<file path="src/hdl/pts_pkg.sv">
// Shared types and constants of the periodic tick task scheduler.
`default_nettype none
package pts_pkg;

    localparam int DATA_W      = 32;
    localparam int TIDX_W      = 3;
    localparam int MASK_W      = 8;
    localparam int SERVE_LIMIT = 8;

    typedef enum logic [1:0] {
        CMD_ADD   = 2'd0,
        CMD_TICK  = 2'd1,
        CMD_SERVE = 2'd2
    } t_cmd;

    typedef enum logic [1:0] {
        ST_OK   = 2'd0,
        ST_FULL = 2'd1,
        ST_NONE = 2'd2
    } t_status;

    typedef enum logic [1:0] {
        S_IDLE,
        S_TICK,
        S_SERVE,
        S_RESP
    } t_state;

endpackage
`default_nettype wire

</file>
<file path="src/hdl/pts_if.sv">
// Request and response channel interfaces of the scheduler.
`default_nettype none
interface pts_req_if;
    import pts_pkg::*;
    logic              valid;
    logic              ready;
    logic [1:0]        cmd;
    logic [DATA_W-1:0] period;
    logic [DATA_W-1:0] initial_delay;

    modport source (output valid, cmd, period, initial_delay, input ready);
    modport sink   (input valid, cmd, period, initial_delay, output ready);
endinterface

interface pts_rsp_if;
    import pts_pkg::*;
    logic              valid;
    logic              ready;
    logic [TIDX_W-1:0] task_index;
    logic [MASK_W-1:0] ready_mask;
    logic [1:0]        status;
    logic              last;

    modport source (output valid, task_index, ready_mask, status, last, input ready);
    modport sink   (input valid, task_index, ready_mask, status, last, output ready);
endinterface
`default_nettype wire

</file>
<file path="src/hdl/pts_ram.sv">
// Generic simple dual-port RAM, one write and one registered read port.
`default_nettype none
module pts_ram #(
    parameter int WIDTH = 64,
    parameter int DEPTH = 8
) (
    input  wire                                      i_clk,
    input  wire                                      i_wr_en,
    input  wire  [((DEPTH > 1) ? $clog2(DEPTH) : 1)-1:0] i_wr_addr,
    input  wire  [WIDTH-1:0]                         i_wr_data,
    input  wire                                      i_rd_en,
    input  wire  [((DEPTH > 1) ? $clog2(DEPTH) : 1)-1:0] i_rd_addr,
    output logic [WIDTH-1:0]                         o_rd_data
);
    logic [WIDTH-1:0] r_mem [DEPTH];

    always_ff @(posedge i_clk) begin
        if (i_wr_en) begin
            r_mem[i_wr_addr] <= i_wr_data;
        end
        if (i_rd_en) begin
            o_rd_data <= r_mem[i_rd_addr];
        end
    end
endmodule
`default_nettype wire

</file>
<file path="src/hdl/periodic_tick_task_scheduler.sv">
// Periodic tick task scheduler: task table in RAM, walked per command.
//
// Channels: i_req carries one command per transfer (add, tick, serve) with
// period and initial_delay; o_rsp returns results with task_index,
// ready_mask, status and last. Command code 3 is taken and dropped.
// Add: one result. Tick: walks the active slots through the task RAM, one read
// issued per cycle, each slot written back in the cycle after its read, then
// one result. Serve: walks ready flags one slot per cycle (a ready slot waits
// while o_rsp stalls) up to the highest ready slot, one result per ready task
// (at most eight), last set on the final one; with nothing ready a single
// "none" result. One command is in work at a time; i_req.ready is high only idle.
// The response register holds a result while o_rsp stalls; the walk waits
// on it, nothing is dropped. Reset (synchronous, i_rst_n low) empties the
// table and clears all ready flags; RAM contents need no clearing since only
// slots below the active count are ever read.
`default_nettype none
module periodic_tick_task_scheduler #(
    parameter int MAX_TASKS = 8
) (
    input wire       i_clk,
    input wire       i_rst_n,
    pts_req_if.sink   i_req,
    pts_rsp_if.source o_rsp
);
    import pts_pkg::*;

    localparam int IDX_W = (MAX_TASKS > 1) ? $clog2(MAX_TASKS) : 1;
    localparam int CNT_W = $clog2(MAX_TASKS + 1);
    localparam int RAM_W = 2 * DATA_W;

    // control state
    t_state               r_state,   n_state;
    logic [CNT_W-1:0]     r_active,  n_active;
    logic [MAX_TASKS-1:0] r_ready,   n_ready;
    logic                 r_iss,     n_iss;      // tick: more reads to issue
    logic                 r_rd_vld,  n_rd_vld;   // tick: RAM data is back
    logic                 r_out_vld, n_out_vld;

    // working registers
    logic [IDX_W-1:0]     r_idx,     n_idx;
    logic [IDX_W-1:0]     r_rd_idx,  n_rd_idx;
    logic [2:0]           r_n,       n_n;        // results given in this serve
    logic [TIDX_W-1:0]    r_res_idx, n_res_idx;
    t_status              r_res_st,  n_res_st;

    // response register
    logic [TIDX_W-1:0]    r_out_idx,  n_out_idx;
    logic [MASK_W-1:0]    r_out_mask, n_out_mask;
    t_status              r_out_st,   n_out_st;
    logic                 r_out_last, n_out_last;

    // RAM port, entry = {period, counter}
    logic                 ram_wr_en, ram_rd_en;
    logic [IDX_W-1:0]     ram_wr_addr, ram_rd_addr;
    logic [RAM_W-1:0]     ram_wr_data, ram_rd_data;

    logic                 out_free;
    logic [DATA_W-1:0]    tick_per, tick_dec;
    logic [MAX_TASKS-1:0] clr_mask;
    logic                 serve_last;

    pts_ram #(
        .WIDTH (RAM_W),
        .DEPTH (MAX_TASKS)
    ) u_task_ram (
        .i_clk     (i_clk),
        .i_wr_en   (ram_wr_en),
        .i_wr_addr (ram_wr_addr),
        .i_wr_data (ram_wr_data),
        .i_rd_en   (ram_rd_en),
        .i_rd_addr (ram_rd_addr),
        .o_rd_data (ram_rd_data)
    );

    assign out_free    = !r_out_vld || o_rsp.ready;
    assign i_req.ready = (r_state == S_IDLE);

    assign tick_per = ram_rd_data[RAM_W-1:DATA_W];
    assign tick_dec = ram_rd_data[DATA_W-1:0] - 1'b1;

    // served slot's flag dropped; last when nothing ready above or limit hit
    always_comb begin
        clr_mask        = r_ready;
        clr_mask[r_idx] = 1'b0;
    end
    assign serve_last = (((r_ready >> r_idx) >> 1) == '0) ||
                        (r_n == 3'(SERVE_LIMIT - 1));

    always_comb begin
        n_state    = r_state;
        n_active   = r_active;
        n_ready    = r_ready;
        n_iss      = r_iss;
        n_rd_vld   = r_rd_vld;
        n_idx      = r_idx;
        n_rd_idx   = r_rd_idx;
        n_n        = r_n;
        n_res_idx  = r_res_idx;
        n_res_st   = r_res_st;
        n_out_vld  = r_out_vld && !o_rsp.ready;
        n_out_idx  = r_out_idx;
        n_out_mask = r_out_mask;
        n_out_st   = r_out_st;
        n_out_last = r_out_last;
        ram_wr_en   = 1'b0;
        ram_wr_addr = r_active[IDX_W-1:0];
        ram_wr_data = {i_req.period, i_req.initial_delay};
        ram_rd_en   = 1'b0;
        ram_rd_addr = r_idx;

        case (r_state)
            S_IDLE: begin
                if (i_req.valid) begin
                    case (i_req.cmd)
                        CMD_ADD: begin
                            n_state = S_RESP;
                            if (r_active >= CNT_W'(MAX_TASKS)) begin
                                n_res_idx = '0;
                                n_res_st  = ST_FULL;
                            end else begin
                                ram_wr_en = 1'b1;
                                n_ready[r_active[IDX_W-1:0]] = 1'b0;
                                n_active  = r_active + 1'b1;
                                n_res_idx = TIDX_W'(r_active);
                                n_res_st  = ST_OK;
                            end
                        end
                        CMD_TICK: begin
                            n_state  = S_TICK;
                            n_idx    = '0;
                            n_iss    = (r_active != '0);
                            n_rd_vld = 1'b0;
                        end
                        CMD_SERVE: begin
                            if (r_ready == '0) begin
                                n_state   = S_RESP;
                                n_res_idx = '0;
                                n_res_st  = ST_NONE;
                            end else begin
                                n_state = S_SERVE;
                                n_idx   = '0;
                                n_n     = '0;
                            end
                        end
                        default: begin
                            n_state = S_IDLE;
                        end
                    endcase
                end
            end

            S_TICK: begin
                // read slot r_idx while writing back the slot read last cycle
                if (r_iss) begin
                    ram_rd_en = 1'b1;
                    n_rd_vld  = 1'b1;
                    n_rd_idx  = r_idx;
                    n_idx     = r_idx + 1'b1;
                    n_iss     = ((CNT_W+1)'(r_idx) + 1'b1) < (CNT_W+1)'(r_active);
                end else begin
                    n_rd_vld = 1'b0;
                end
                if (r_rd_vld) begin
                    ram_wr_en   = 1'b1;
                    ram_wr_addr = r_rd_idx;
                    if (tick_dec == '0) begin
                        n_ready[r_rd_idx] = 1'b1;
                        ram_wr_data = {tick_per, tick_per};
                    end else begin
                        ram_wr_data = {tick_per, tick_dec};
                    end
                end
                if (!r_iss && !r_rd_vld) begin
                    n_state   = S_RESP;
                    n_res_idx = '0;
                    n_res_st  = ST_OK;
                end
            end

            S_SERVE: begin
                if (r_ready[r_idx]) begin
                    if (out_free) begin
                        n_out_vld  = 1'b1;
                        n_out_idx  = TIDX_W'(r_idx);
                        n_out_mask = MASK_W'(clr_mask);
                        n_out_st   = ST_OK;
                        n_out_last = serve_last;
                        n_ready    = clr_mask;
                        n_n        = r_n + 1'b1;
                        n_idx      = r_idx + 1'b1;
                        if (serve_last) begin
                            n_state = S_IDLE;
                        end
                    end
                end else begin
                    n_idx = r_idx + 1'b1;
                end
            end

            S_RESP: begin
                if (out_free) begin
                    n_out_vld  = 1'b1;
                    n_out_idx  = r_res_idx;
                    n_out_mask = (r_res_st == ST_NONE) ? '0 : MASK_W'(r_ready);
                    n_out_st   = r_res_st;
                    n_out_last = 1'b1;
                    n_state    = S_IDLE;
                end
            end

            default: begin
                n_state = S_IDLE;
            end
        endcase
    end

    always_ff @(posedge i_clk) begin
        if (!i_rst_n) begin
            r_state   <= S_IDLE;
            r_active  <= '0;
            r_ready   <= '0;
            r_iss     <= 1'b0;
            r_rd_vld  <= 1'b0;
            r_out_vld <= 1'b0;
        end else begin
            r_state   <= n_state;
            r_active  <= n_active;
            r_ready   <= n_ready;
            r_iss     <= n_iss;
            r_rd_vld  <= n_rd_vld;
            r_out_vld <= n_out_vld;
        end
    end

    always_ff @(posedge i_clk) begin
        r_idx      <= n_idx;
        r_rd_idx   <= n_rd_idx;
        r_n        <= n_n;
        r_res_idx  <= n_res_idx;
        r_res_st   <= n_res_st;
        r_out_idx  <= n_out_idx;
        r_out_mask <= n_out_mask;
        r_out_st   <= n_out_st;
        r_out_last <= n_out_last;
    end

    assign o_rsp.valid      = r_out_vld;
    assign o_rsp.task_index = r_out_idx;
    assign o_rsp.ready_mask = r_out_mask;
    assign o_rsp.status     = r_out_st;
    assign o_rsp.last       = r_out_last;
endmodule
`default_nettype wire

</file>
<file path="src/flat_wrapper.sv">
// flat-port wrapper written by rule: the top's interface ports become plain ports
module periodic_tick_task_scheduler_flat import pts_pkg::*;
#(
    parameter int MAX_TASKS = 8
)
  (i_clk, i_rst_n, i_req_valid, i_req_cmd, i_req_period, i_req_initial_delay, i_req_ready, o_rsp_valid, o_rsp_task_index, o_rsp_ready_mask, o_rsp_status, o_rsp_last, o_rsp_ready);
  pts_req_if i_req_i ();
  pts_rsp_if o_rsp_i ();
  input wire i_clk;
  input wire i_rst_n;
  input wire logic [$bits(i_req_i.valid)-1:0] i_req_valid;
  input wire logic [$bits(i_req_i.cmd)-1:0] i_req_cmd;
  input wire logic [$bits(i_req_i.period)-1:0] i_req_period;
  input wire logic [$bits(i_req_i.initial_delay)-1:0] i_req_initial_delay;
  output wire logic [$bits(i_req_i.ready)-1:0] i_req_ready;
  output wire logic [$bits(o_rsp_i.valid)-1:0] o_rsp_valid;
  output wire logic [$bits(o_rsp_i.task_index)-1:0] o_rsp_task_index;
  output wire logic [$bits(o_rsp_i.ready_mask)-1:0] o_rsp_ready_mask;
  output wire logic [$bits(o_rsp_i.status)-1:0] o_rsp_status;
  output wire logic [$bits(o_rsp_i.last)-1:0] o_rsp_last;
  input wire logic [$bits(o_rsp_i.ready)-1:0] o_rsp_ready;
  assign i_req_i.valid = i_req_valid;
  assign i_req_i.cmd = i_req_cmd;
  assign i_req_i.period = i_req_period;
  assign i_req_i.initial_delay = i_req_initial_delay;
  assign i_req_ready = i_req_i.ready;
  assign o_rsp_valid = o_rsp_i.valid;
  assign o_rsp_task_index = o_rsp_i.task_index;
  assign o_rsp_ready_mask = o_rsp_i.ready_mask;
  assign o_rsp_status = o_rsp_i.status;
  assign o_rsp_last = o_rsp_i.last;
  assign o_rsp_i.ready = o_rsp_ready;
  periodic_tick_task_scheduler #(.MAX_TASKS(MAX_TASKS)) u_core (.i_clk(i_clk), .i_rst_n(i_rst_n), .i_req(i_req_i), .o_rsp(o_rsp_i));
endmodule
</file>
<file path="config.mk">
export PLATFORM = sky130hd
export DESIGN_NAME = periodic_tick_task_scheduler_flat
export DESIGN_NICKNAME = d
export VERILOG_FILES = /design/src/hdl/pts_pkg.sv /design/src/hdl/pts_if.sv /design/src/hdl/pts_ram.sv /design/src/hdl/periodic_tick_task_scheduler.sv /design/src/flat_wrapper.sv
export SDC_FILE = /design/constraint.sdc
export NUM_CORES = 1
export LEC_CHECK = 0
export ABC_AREA = 1
export BUFFER_PORTS_ARGS = -buffer_cell sky130_fd_sc_hd__buf_2
export CORE_MARGIN = 4
export CORE_UTILIZATION = 30
export DETAILED_ROUTE_END_ITERATION = 10
export SETUP_SLACK_MARGIN = 0.05
export SYNTH_ARGS = -nofsm -noshare
export SYNTH_HDL_FRONTEND = slang
export SYNTH_HIERARCHICAL = 1
export SYNTH_SLANG_ARGS = --single-unit
</file>
<file path="constraint.sdc">
create_clock -name i_clk -period 12.3 [get_ports i_clk]
set_clock_uncertainty 0.05 [all_clocks]
set_input_delay 1.845 -clock i_clk [delete_from_list [all_inputs] [get_ports i_clk]]
set_output_delay 1.845 -clock i_clk [all_outputs]
set_load 0.01 [all_outputs]
</file>
==> out/results.ini <==
[logic_synthesis]
synth.cell_area_mm2 = 0.0295
ys_top_cells_by_area = edfxtp_1 62%, nand2_1 15%, inv_1 8.0%
syn_nets = 3324
yosysWarningCount = 6
postSynthAreaPerCell_um2 = 9.10
synth-seq-area-share_pct = 62.7
synth_top_area_share_pct = 61.5
synth_seq_cells = 621
synth.distinct_cells = 41
synth_top_area_cell = edfxtp_1
synth_cells = 3240

[finish]
multiInputGateArea_mm2 = 0.00790
seqCellArea_mm2 = 0.0185
nFillCells = 9720
drive_gt1_share_pct = 7.86
nets = 3376
area_growth_pct = 13.0
stdcell_count = 4626

[sta]
relSlewSlack_pct = 28.8
finalHoldViolCount = 0
min_period_ps = 4630
rsz0062_at_grt = false
worst_pin_slew_ps = 1070
finalCritPeriodShare_pct = 37.7
fin_setup_tns_ps = 0
drv_slew = 0
fmax_mhz = 216
finalSetupViolCount = 0

[global_route]
grt_util_all_layers_pct = 14.6
grt_pass1_wl_um = 117000
use_met1_pct = 20.6
grt_max_degree = 171
first_global_vias = 19600
grt.busiest_layer = met2
use_met2_pct = 24.0
antenna_found_initial = 8
use_met3_pct = 2.16
grt_overflow_total = 0

[power]
ir_worst_vdd_mv = 0.136
power_mw = 6.61
power_density_mw_per_mm2 = 199
p_leak_nw = 14.9

[place]
dpl.hpwl_um = 46300
gp_congestion = 0.909
place_inst = 4496
io_buffer_count = 85

[worst_hold_path]
hp-class = flop to flop
min_from = u_core/r_state[1]
min_to = u_core/r_state[1]
hold_depth = 2

[routing]
drt_wl_total_um = 76900
route.detailed.drc = 0
drt_first_pass_iters = 6
via_per_inst = 4.50
wl_per_cell_um = 16.6
first_iter_violations = 1783
vias = 20800
drt.antenna.violating_nets = 0

[floorplanning]
ios = 86
core_area_mm2 = 0.0971
core.rowCount = 114
start_util_pct = 30.3
die_area_mm2 = 0.103
die_y_um = 321
die_x_um = 321

[critical_path]
startpoint_type = flop
critPathLaunch = u_core/r_state[1]
crit_type = flop to flop
reg2reg_from = u_core/r_state[1]
slowest_stage = buf_4
reg2reg_depth = 9
reg2reg_setup_slack_ps = 7670
r2r_end = u_core/u_task_ram/r_mem[5][59]
worstPathCellList = inv_1 > ha_1 > nand2_4 > buf_4 > nand2_1 > o21ai_0 > nand2_1 > nor2_4 > buf_4
critical_path.max_stage_delay_ps = 800
crit_required_ps = 12490
end_kind = flop
path_max_fanout = 62
crit_arrival_ps = 4820

[cts]
cts_root_buf = clkbuf_16
path_clk_slew_ps = 60
cts_buffers = 70
cts_tree = yes
clkLatencyLatePin_ps = 630
cts.repair.resized = 0
cts.path.max_buffers = 3
post-cts-setup-buffers = 0
htreeDepth = 3
cts-hold-fix-buffers = 0
cts_sinks = 621

[status]
status = finished, final reports clean

[run]
cap_viol_max_count = 0

==> metal layers <==
| layer | wire (um) | vias to the layer above |
|---|---|---|
| met4 | 1330 | 8 |
| met2 | 35600 | 593 |
| met1 | 35300 | 9805 |
| li1 | - | 10300 |
| met5 | 55 | - |
| met3 | 4630 | 100 |
==> final cells by class <==
| type | count | share of cell area (%) |
|---|---|---|
| antenna | 4 | 0.0301 |
| inverter | 648 | 7.34 |
| clock buffer | 85 | 5.49 |
| tap | 1276 | 4.79 |
| timing repair buffer | 108 | 1.83 |
| sequential | 621 | 55.5 |
| clock inverter | 41 | 1.30 |
| multi-input combinational | 1843 | 23.7 |
==> worst max-delay path: cells and delay by family (launching register included) <==
kind	cells	cell delay, ps
adder cells (fa/ha/maj)	1	380
AND/OR/NAND/NOR	4	1580
AO/OA/AOI/OAI	1	170
buffers and inverters	3	1570
flip-flops	1	360
==> placed cells by master (no fill, tap or decap), types with 5 or more instances in the layout <==
cell type   count
nor2_4          9
clkinvlp_4      6
nand4_1        16
a21oi_1        18
clkinv_2       14
dfxtp_1        17
buf_4          22
edfxtp_1      604
ha_1           14
buf_2          85
inv_2          13
nor2_2         10
nand2_2         6
o21ai_1        15
o21ai_0        59
clkbuf_1       14
nand2_1      1173
nand3b_1        5
nand3_1       294
a211oi_1        7
clkinv_1       13
a31oi_1         7
inv_1         627
nor2_1        177
clkbuf_16      71
==> cells in the mapped netlist, drive strengths merged <==
cell	number
o21ai	75
ha	14
dfxtp	17
or2	2
nor3	4
xor2	1
buf	102
edfxtp	604
a211oi	8
clkinv	5
o221ai	4
nand2	1181
xnor2	1
o2111ai	1
a21oi	18
o21a	1
nand3	297
nand3b	5
a311oi	4
inv	643
a22oi	1
a31oi	7
nand4	16
o32ai	1
clkbuf	26
o31ai	3
nor2	197
o211ai	2
==> registers in the layout (all words and copies together) (netlist names), 3 cells and up <==
name and cells:
u_core/o_rsp.ready_mask 8, u_core/r_n 3, u_core/u_task_ram/o_rd_data 64, u_core/u_task_ram/r_mem 512
u_core/r_res_idx 3, u_core/r_idx 3, u_core/r_ready 8, u_core/r_rd_idx 3
u_core/o_rsp.task_index 3, u_core/r_active 4
==> where the power goes <==
part           leakage [nW]  internal (mW)  switching (mW)  total (mW)
logic                  8.24          0.544            1.41        1.96
registers              5.60           2.56          0.0718        2.63
clock network          1.09           1.17           0.865        2.03
total                  14.9           4.27            2.35        6.61
==> kinds of logic after synthesis <==
| kind of cell | count (synthesis) | share of synthesized area [%] |
|---|---|---|
| AND/OR/NAND/NOR | 1702 | 23.5 |
| buffers and inverters | 776 | 10.8 |
| AO/OA/AOI/OAI | 125 | 2.42 |
| adder cells (fa/ha/maj) | 14 | 0.594 |
| XOR/XNOR | 2 | 0.0594 |
| flip-flops | 621 | 62.7 |
==> per-stage QoR <==
stage | instance area, um^2 | utilization (%) | hold WS [ps] | worst slack, ps
2_1_floorplan | 29500 | - | 424 | 6640
3_5_place_dp | 31000 | 31.9 | 471 | 7250
6_report | 33300 | 34.3 | 472 | 7670
4_1_cts | 33300 | 34.3 | 478 | 7630
5_1_grt | 33300 | 34.3 | 539 | 7280
3_3_place_gp | 31000 | 31.9 | 485 | 7260
==> worst max path at each step <==
stage,to,depth (start not counted)
3_5_place_dp,u_core/u_task_ram/r_mem[5][55],9
2_1_floorplan,u_core/u_task_ram/r_mem[1][0],7
4_1_cts,u_core/u_task_ram/r_mem[5][38],9
6_report,u_core/u_task_ram/r_mem[5][59],9
3_3_place_gp,u_core/u_task_ram/r_mem[5][55],9
5_1_grt,u_core/u_task_ram/r_mem[4][38],9
Power figures use the tool's default switching activity.
